$ cat config.mk
export PLATFORM = sky130hd
export DESIGN_NAME = sorted_byte_insertion_store_top
export DESIGN_NICKNAME = d
export VERILOG_FILES = /design/src/rtl/sbis_pkg.sv /design/src/rtl/sbis_front.sv /design/src/rtl/sbis_back.sv /design/src/rtl/sorted_byte_insertion_store_top.sv
export SDC_FILE = /design/constraint.sdc
export NUM_CORES = 1
export LEC_CHECK = 0
export BUFFER_PORTS_ARGS = -buffer_cell sky130_fd_sc_hd__buf_2
export CORE_UTILIZATION = 55
export CTS_BUF_LIST = sky130_fd_sc_hd__clkbuf_8
export DETAILED_ROUTE_END_ITERATION = 8
export PLACE_DENSITY = 0.71
export SLEW_MARGIN = 15
export SYNTH_ARGS = -nofsm -noshare
export SYNTH_HDL_FRONTEND = slang
export SYNTH_HIERARCHICAL = 1
export SYNTH_SLANG_ARGS = --single-unit
export TNS_END_PERCENT = 10
$ cat constraint.sdc
create_clock -name i_clk -period 4.9 [get_ports i_clk]
set_input_delay 0.49 -clock i_clk [delete_from_list [all_inputs] [get_ports i_clk]]
set_output_delay 0.49 -clock i_clk [all_outputs]
set_load 0.03 [all_outputs]
$ cat src/rtl/sbis_pkg.sv
// Package: shared constants, codes and item types for the sorted byte store.
package sbis_pkg;

    // Store geometry
    localparam int DEPTH = 32;
    localparam int IDX_W = (DEPTH > 1) ? $clog2(DEPTH) : 1;
    localparam int CNT_W = 6;

    // Command queue geometry
    localparam int QDEPTH = 4;
    localparam int QP_W   = $clog2(QDEPTH);

    // Command codes of an input item
    localparam logic [1:0] CMD_INSERT = 2'd0;
    localparam logic [1:0] CMD_READ   = 2'd1;
    localparam logic [1:0] CMD_CLEAR  = 2'd2;

    // Result status codes
    localparam logic [1:0] ST_OK    = 2'd0;
    localparam logic [1:0] ST_FULL  = 2'd1;
    localparam logic [1:0] ST_EMPTY = 2'd2;

    // Operation kinds handed from front to back
    localparam logic [1:0] OP_INSERT = 2'd0;
    localparam logic [1:0] OP_READ   = 2'd1;
    localparam logic [1:0] OP_CLEAR  = 2'd2;
    localparam logic [1:0] OP_NOP    = 2'd3;

    typedef struct packed {
        logic [1:0] cmd;
        logic [7:0] value;
    } t_in_item;

    typedef struct packed {
        logic [7:0]       data_byte;
        logic             last;
        logic [1:0]       status;
        logic [CNT_W-1:0] count;
    } t_out_item;

    typedef struct packed {
        logic [1:0] kind;
        logic [7:0] value;
    } t_op;

    // Head of the command queue as seen by the back end
    typedef struct packed {
        logic valid;
        t_op  op;
    } t_q_head;

endpackage

$ cat src/rtl/sbis_front.sv
// Front end: accepts items, decodes the command and queues the operation.
module sbis_front (
    input  logic                i_clk,
    input  logic                i_rst_n,
    input  logic                start,
    input  sbis_pkg::t_in_item  i_item,
    output logic                busy,
    output sbis_pkg::t_q_head   o_head,
    input  logic                i_pop
);

    sbis_pkg::t_op                  r_q [sbis_pkg::QDEPTH];
    logic [sbis_pkg::QP_W-1:0]      r_wr;
    logic [sbis_pkg::QP_W-1:0]      r_rd;
    logic [sbis_pkg::QP_W:0]        r_cnt;
    logic                           push;
    logic                           pop;
    sbis_pkg::t_op                  dec_op;

    assign busy = (r_cnt == (sbis_pkg::QP_W+1)'(sbis_pkg::QDEPTH));
    assign push = start && !busy;
    assign pop  = i_pop && (r_cnt != '0);

    // Command decode
    always_comb begin
        dec_op.value = i_item.value;
        unique case (i_item.cmd)
            sbis_pkg::CMD_INSERT: dec_op.kind = sbis_pkg::OP_INSERT;
            sbis_pkg::CMD_READ:   dec_op.kind = sbis_pkg::OP_READ;
            sbis_pkg::CMD_CLEAR:  dec_op.kind = sbis_pkg::OP_CLEAR;
            default:              dec_op.kind = sbis_pkg::OP_NOP;
        endcase
    end

    // Queue storage
    always_ff @(posedge i_clk) begin
        if (push) begin
            r_q[r_wr] <= dec_op;
        end
    end

    // Queue pointers and fill
    always_ff @(posedge i_clk) begin
        if (!i_rst_n) begin
            r_wr  <= '0;
            r_rd  <= '0;
            r_cnt <= '0;
        end else begin
            if (push) begin
                r_wr <= r_wr + 1'b1;
            end
            if (pop) begin
                r_rd <= r_rd + 1'b1;
            end
            if (push && !pop) begin
                r_cnt <= r_cnt + 1'b1;
            end else if (pop && !push) begin
                r_cnt <= r_cnt - 1'b1;
            end
        end
    end

    assign o_head.valid = (r_cnt != '0);
    assign o_head.op    = r_q[r_rd];

endmodule

$ cat src/rtl/sbis_back.sv
// Back end: sorted cell chain, readout sequencer and result register.
module sbis_back (
    input  logic                 i_clk,
    input  logic                 i_rst_n,
    input  sbis_pkg::t_q_head    i_head,
    output logic                 o_pop,
    output logic                 o_strobe,
    output sbis_pkg::t_out_item  o_result
);

    logic [7:0]                   r_cells [sbis_pkg::DEPTH];
    logic [sbis_pkg::CNT_W-1:0]   r_fill;
    logic                         r_reading;
    logic [sbis_pkg::IDX_W-1:0]   r_rd_idx;
    logic                         r_strobe;
    sbis_pkg::t_out_item          r_result;

    logic [sbis_pkg::CNT_W-1:0]   n_fill;
    logic                         n_reading;
    logic [sbis_pkg::IDX_W-1:0]   n_rd_idx;
    logic                         n_strobe;
    sbis_pkg::t_out_item          n_result;

    logic                         full;
    logic                         do_insert;
    logic                         rd_last;
    logic [sbis_pkg::DEPTH-1:0]   lt;

    assign o_pop   = i_head.valid && !r_reading;
    assign full    = (r_fill == sbis_pkg::CNT_W'(sbis_pkg::DEPTH));
    assign rd_last = ((sbis_pkg::CNT_W'(r_rd_idx) + 1'b1) == r_fill);
    assign do_insert = o_pop && (i_head.op.kind == sbis_pkg::OP_INSERT) && !full;

    // Per-cell compare: cell holds a stored value smaller than the new byte
    always_comb begin
        for (int i = 0; i < sbis_pkg::DEPTH; i++) begin
            lt[i] = (sbis_pkg::CNT_W'(i) < r_fill) && (r_cells[i] < i_head.op.value);
        end
    end

    // Cell chain: keep below the slot, load at the slot, shift up above it
    always_ff @(posedge i_clk) begin
        if (do_insert) begin
            if (!lt[0]) begin
                r_cells[0] <= i_head.op.value;
            end
            for (int i = 1; i < sbis_pkg::DEPTH; i++) begin
                if (lt[i]) begin
                    r_cells[i] <= r_cells[i];
                end else if (lt[i-1]) begin
                    r_cells[i] <= i_head.op.value;
                end else begin
                    r_cells[i] <= r_cells[i-1];
                end
            end
        end
    end

    // Operation sequencing and result formation
    always_comb begin
        n_fill    = r_fill;
        n_reading = r_reading;
        n_rd_idx  = r_rd_idx;
        n_strobe  = 1'b0;
        n_result.data_byte = 8'd0;
        n_result.last      = 1'b1;
        n_result.status    = sbis_pkg::ST_OK;
        n_result.count     = r_fill;
        if (r_reading) begin
            n_strobe = 1'b1;
            n_result.data_byte = r_cells[r_rd_idx];
            n_result.last      = rd_last;
            n_rd_idx           = r_rd_idx + 1'b1;
            if (rd_last) begin
                n_reading = 1'b0;
            end
        end else if (o_pop) begin
            n_strobe = 1'b1;
            unique case (i_head.op.kind)
                sbis_pkg::OP_INSERT: begin
                    if (full) begin
                        n_result.status = sbis_pkg::ST_FULL;
                    end else begin
                        n_fill         = r_fill + 1'b1;
                        n_result.count = r_fill + 1'b1;
                    end
                end
                sbis_pkg::OP_READ: begin
                    if (r_fill == '0) begin
                        n_result.status = sbis_pkg::ST_EMPTY;
                    end else begin
                        n_strobe  = 1'b0;
                        n_reading = 1'b1;
                        n_rd_idx  = '0;
                    end
                end
                sbis_pkg::OP_CLEAR: begin
                    n_fill         = '0;
                    n_result.count = '0;
                end
                default: begin
                end
            endcase
        end
    end

    always_ff @(posedge i_clk) begin
        if (!i_rst_n) begin
            r_fill    <= '0;
            r_reading <= 1'b0;
            r_rd_idx  <= '0;
            r_strobe  <= 1'b0;
        end else begin
            r_fill    <= n_fill;
            r_reading <= n_reading;
            r_rd_idx  <= n_rd_idx;
            r_strobe  <= n_strobe;
        end
    end

    always_ff @(posedge i_clk) begin
        r_result <= n_result;
    end

    assign o_strobe = r_strobe;
    assign o_result = r_result;

endmodule

$ cat src/rtl/sorted_byte_insertion_store_top.sv
// Sorted byte store with insert, ordered readout and clear commands.
// An item is taken when start is high and busy is low. Results leave on o_result with
// o_strobe high for one cycle each and cannot be held off. A decoded command waits in a
// four-entry queue; the back end takes one command per cycle while no read is in progress,
// so inserts, clears and unused codes sustain one item per cycle, each result leaving
// through the result register. A read of N stored bytes occupies the back end for a start
// step and then the readout of each byte in turn; further items meanwhile fill the queue and
// busy rises once it holds four. The store holds 32 bytes and needs no clearing pass.
module sorted_byte_insertion_store_top (
    input  logic                 i_clk,
    input  logic                 i_rst_n,
    input  logic                 start,
    input  sbis_pkg::t_in_item   i_item,
    output logic                 busy,
    output logic                 o_strobe,
    output sbis_pkg::t_out_item  o_result
);

    sbis_pkg::t_q_head head;
    logic              pop;

    sbis_front u_front (
        .i_clk   (i_clk),
        .i_rst_n (i_rst_n),
        .start   (start),
        .i_item  (i_item),
        .busy    (busy),
        .o_head  (head),
        .i_pop   (pop)
    );

    sbis_back u_back (
        .i_clk    (i_clk),
        .i_rst_n  (i_rst_n),
        .i_head   (head),
        .o_pop    (pop),
        .o_strobe (o_strobe),
        .o_result (o_result)
    );

endmodule
; ---- After elaboration in Yosys (flattened, before gate mapping)
; Memories as Yosys holds them, arrays and structs flattened. A register that Yosys moved wholly into a read port is not among the register bits.
; Cells that the tools add are included.
[op_classes]
n_bitwise = 64
eq_ne = 8
addsub = 7
n_lt_le_gt_ge = 64
n_shift = 0
mux = 402
multipliers = 0
div_mod_pow = 0
reduce_logical = 55
[ops]
columns = operator, n
row1 = two-way mux 8 bit, 62
row2 = two-way mux 1 bit, 325
row3 = less-than comparator 8 bit, 32
row4 = "less-than comparator 5 x 6 -> 1 bit, first input constant", 16
row5 = OR 1 bit, 62
row6 = "less-than comparator 4 x 6 -> 1 bit, first input constant", 8
row7 = logical AND 1 bit, 39
row8 = "less-than comparator 3 x 6 -> 1 bit, first input constant", 4
row9 = two-way mux 5 bit, 4
row10 = two-way mux 6 bit, 3
row11 = "less-than comparator 1 x 6 -> 1 bit, first input constant", 2
row12 = "less-than comparator 2 x 6 -> 1 bit, first input constant", 2
row13 = one-hot mux 6 bit (2 select lines), 1
row14 = "adder 5 x 1 -> 6 bit, second input constant", 1
row15 = "adder 6 x 1 -> 6 bit, second input constant", 1
row16 = equality test 6 bit, 1
row17 = "equality test 6 bit, second input constant", 1
row18 = logical NOT 1 bit, 6
row19 = logical NOT 6 bit, 1
row20 = two-way mux 2 bit, 3
row21 = two-way mux 3 bit, 2
row22 = one-hot mux 2 bit (3 select lines), 1
row23 = nonzero test 2 bit, 3
row24 = "adder 5 x 1 -> 5 bit, second input constant", 1
row25 = other kinds (14), 19
[word_totals]
regBits = 29
output_inout_bits = 19
mem_count = 2
latchBits = 0
mem_bits_ro = 0
elab_cells = 612
in_bits = 13
ramBits = 296
[mem_list]
columns = memory, depth, width, rd, rd_clocked_by_memory_dff, wr, line_no
row1 = u_back.r_cells, 32, 8, 33, 1, 32, sbis_back.sv:11  ; logic [7:0] r_cells [sbis_pkg::DEPTH];
row2 = u_front.r_q, 4, 10, 1, 1, 1, sbis_front.sv:12  ; sbis_pkg::t_op r_q [sbis_pkg::QDEPTH];

; ---- Depth between registers and ports, before layout
; An unclocked memory read counts as a cell.
[depth]
word_depth = 9
mapped_depth = 13
mapped_depth_nobuf = 9

; ---- Cells and area by module
; The synthesis kept the hierarchy.
[by_module_without_submodules]
columns = module, area_per_inst_um2, instances, cells_each, seq_area_each_um2
row1 = sbis_back, 19259.7, 1, 1454, 8287.9
row2 = sbis_front, 1934.4, 1, 102, 1381.3

; ---- Worst setup path after synthesis
; Ideal clock, no wire load.
[synth_path]
kind = register to register
startpoint = register (tool-made name)
endpoint = memory u_back.r_cells[18][0] (data pin)
arrival_ns = 4.033
t_required_ns = 4.640
path_stages_with_launch = 11
n_path_buf = 2
path_slack_ns = 0.608
cell_sequence = dfxtp_1 > buf_2 > mux4_2 > clkbuf_1 > inv_1 > ha_1 > o211ai_1 > or4_1 > a31oi_1 > nand2_1 > mux2_2
[synth_lines]
columns = element, line_no
row1 = end: declaration, sbis_back.sv:11

==> qor.yml <==
outcome: "complete, no violations"
clock_sink_count: 335
vias_in_the_first_global_route: 14500
detail_route.drc_violations: 0
proportion_of_layout_cells_with_a_drive_suffix_above_1_pct: 30.8
worst_r2r_endpoint: "u_back/r_cells[9][1]"
first_pass_grt_wire_length_um: 91200
timing.fmax_mhz: 237
cts_max_level: 2
worst_hold_path_type: "input port to register"
layout.nets: 1860
final.setup_skew_ns: 0.0251
static-leakage-power_uw: 0.00855
worstHoldStart: "i_item[5]"
syn-num-nets: 1803
critical_path.endpoint_type: "register"
synthDominantCellAreaShare_pct: 41.9
timing_hold_violations_final: 0
layout-area-overhead-vs-synth_pct: 9.22
grt_start_max_net_pins: 47
drt_first_pass_iters: 7
die_outline_height_um: 198
cts.root.buffer_cell: "clkbuf_8"
die-area_sq_um: 39300
tritoncts: "built"
routed_via_density: 6.78
post-route-util_pct: 61.3
drv_cap: 0
count_of_cells_along_the_worst_register_to_register_path: 9
floorplan.die.width_um: 198
report.final.setup_viol: 0
post_synth.cell_area_avg_sq_um: 13.6
final.min_clock_period_ns: 4.22
place.port_buffers: 31
dp_hpwl_um: 41500
gr-usage-all-layers_pct: 31.8
n_fill_cell: 2932
critical_path_arrival_ns: 4.61
synth_ff_type: "edfxtp_1"
effective_utilization_at_floorplan_pct: 56.1
yosys_warn_count: 6
routabilityCongestion: 0.915
overflow: 0
worst_case_hold_path_end_point: "u_front/r_q[3][5]"
hold-path-cell-count: 1
timing.slew.headroom_pct: 18.2
route.antenna.remaining_nets: 0
grt_antenna_before_repair: 1
tns_ns: 0
powerDensity_nw_per_um2: 614
worstPathMaxFanout: 13
drv_slew: 0
ff2ff_setup_slack_ns: 0.68
seq_area_frac_synth_pct: 45.6
synth_top_cells_by_area: "edfxtp_1, ha_1, mux2_2, mux4_2, dfxtp_1"
cell_area_after_synthesis_sq_um: 21200
synth-async-reset-ratio_pct: 0
tightest_slew_ns: 1.22
max-vdd-ir-drop_mv: 0.328
start_kind: "register"
ctsLongestPathBuffers: 3
dr_total_vias: 14700
drt-initial-drc-count: 1478
cts-buffers-inserted: 57
cell_taking_the_most_area_after_synthesis: "edfxtp_1"
routed_wire_length_per_instance_um: 27.9
critPathKind: "register to register"
finalPower_uw: 14200
core_footprint_sq_um: 37800
clkLatencyLatePin_ns: 0.66
num_antenna_cells: 0
synthesis.instances: 1556
synth_cell_types: 77
cts_setup_buffers: 0
num_io_pins: 32
worst_ep_required_time_ns: 5.30
synth_edf_count: 296
worst_setup_hold_path_clk_slew_ns: 0.07
synthMostInstantiatedCell: "edfxtp_1"
ys_ff_latch: 335
synth_commonest_cells: "edfxtp_1, ha_1, mux2_2"
finalCritPeriodShare_pct: 86.0
postRouteWirelength_um: 60500
rsz0062_at_grt: "false"
floorplan.rows: 71
-- how the worst max path moves through the flow --
stage                   from                     to  slack [ns]  cells past startpoint
floorplan           register  u_back/r_cells[18][0]        0.61                     10
global placement    register  u_back/r_cells[23][7]        0.87                      8
detailed placement  register  u_back/r_cells[23][7]        0.72                      8
CTS                 register   u_back/r_cells[9][1]        0.66                      9
global route        register   u_back/r_cells[9][0]        0.44                      9
finish              register   u_back/r_cells[9][1]        0.68                      9
-- where the power goes --
part	leakage (uW)	total, uW	switching (uW)	internal, uW
Sequential	0.00303	5090	690	4400
Clock	0.000622	2370	1170	1200
Combinational	0.00489	6750	3720	3030
Total	0.00855	14200	5580	8630
-- layout by cell type, fill, tap and decap left out, types with 6 or more instances in the layout --
cell       instances
nor3_2             7
nor2b_1           23
a31oi_1           10
nand4_1           21
o21ai_0           62
inv_1             40
buf_12             6
clkbuf_8          61
nor3_1            14
buf_4             42
clkinv_2          11
a21o_1            28
mux2_2           225
o21a_1            11
a2111oi_0          8
o2111ai_1          6
a221oi_1           8
a211o_1           11
mux4_2            90
o211ai_1           7
dfxtp_1           37
edfxtp_1         296
a211oi_1          17
a22o_1             8
clkinv_1          13
mux2_4             8
nor2_1            46
ha_1             233
or3_1              7
xnor2_1            8
nand2_1           40
and2_1            21
a21oi_1           56
nand3_1           34
buf_2             31
nand2b_1          31
nor2_2             9
-- area by class of cell --
class                      instances  area (sq um)  area share (%)
multi-input combinational       1116         11100            47.9
sequential                       335          9670            41.8
timing repair buffer              80           601            2.59
inverter                          23          86.3           0.373
clock buffer                      61           840            3.63
tap                              511           639            2.76
clock inverter                    44           213           0.919
-- repair_timing --
action / CTS / global route
gates resized for setup: 0 / 0
hold endpoints to repair: 3 / 0
hold buffers: 1 / 0
-- state kept, by name (all words and copies together) (netlist names), named ones only --
| register | flops |
|---|---|
| u_back/r_cells | 256 |
| u_front/r_wr | 2 |
| u_front/r_rd | 2 |
| u_back/r_rd_idx | 5 |
| u_front/r_cnt | 3 |
| u_back/r_fill | 6 |
| u_front/r_q | 40 |
| u_back/o_result | 17 |
| u_back/r_reading | 1 |
| u_back/o_strobe | 1 |
-- through the flow --
step	hold slack, ns	instances	cell area [sq um]	setup WS, ns
finish	0.0503	2170	23100	0.685
global route	0.0257	2170	23100	0.438
CTS	0.00849	2170	23100	0.664
detailed placement	0.501	2064	22100	0.716
global placement	0.480	2064	22100	0.868
floorplan	0.468	1556	21200	0.608
-- critical path, stage by stage, from the launching register on --
cell and delay [ns]:
dfxtp_1 0.32, mux4_2 0.35, clkinv_1 0.70, ha_1 0.61, a211oi_1 0.22, o21ai_0 0.11, a221oi_1 0.45, a21oi_1 0.37
nand2b_1 0.42, mux2_2 0.39
-- per-layer routing --
metal | share of wire (%) | vias up | track usage [%]
li1 | - | 6354 | -
met4 | 4.3 | 0 | 13.9
met3 | 9.2 | 175 | 6.06
met2 | 46 | 779 | 50.9
met1 | 40 | 7401 | 42.0
met5 | 0 | - | 0
-- logic make-up (layout without fill, tap and decap cells) --
family | Yosys count | in the layout | synth area share, %
compound gates | 270 | 270 | 8.71
fa+ha+maj | 234 | 234 | 13.8
simple gates | 273 | 273 | 7.00
buf+inv | 105 | 208 | 2.04
flops | 335 | 335 | 45.6
mux | 328 | 328 | 22.3
xor+xnor | 11 | 11 | 0.455
(Power assumes the default switching activity.)
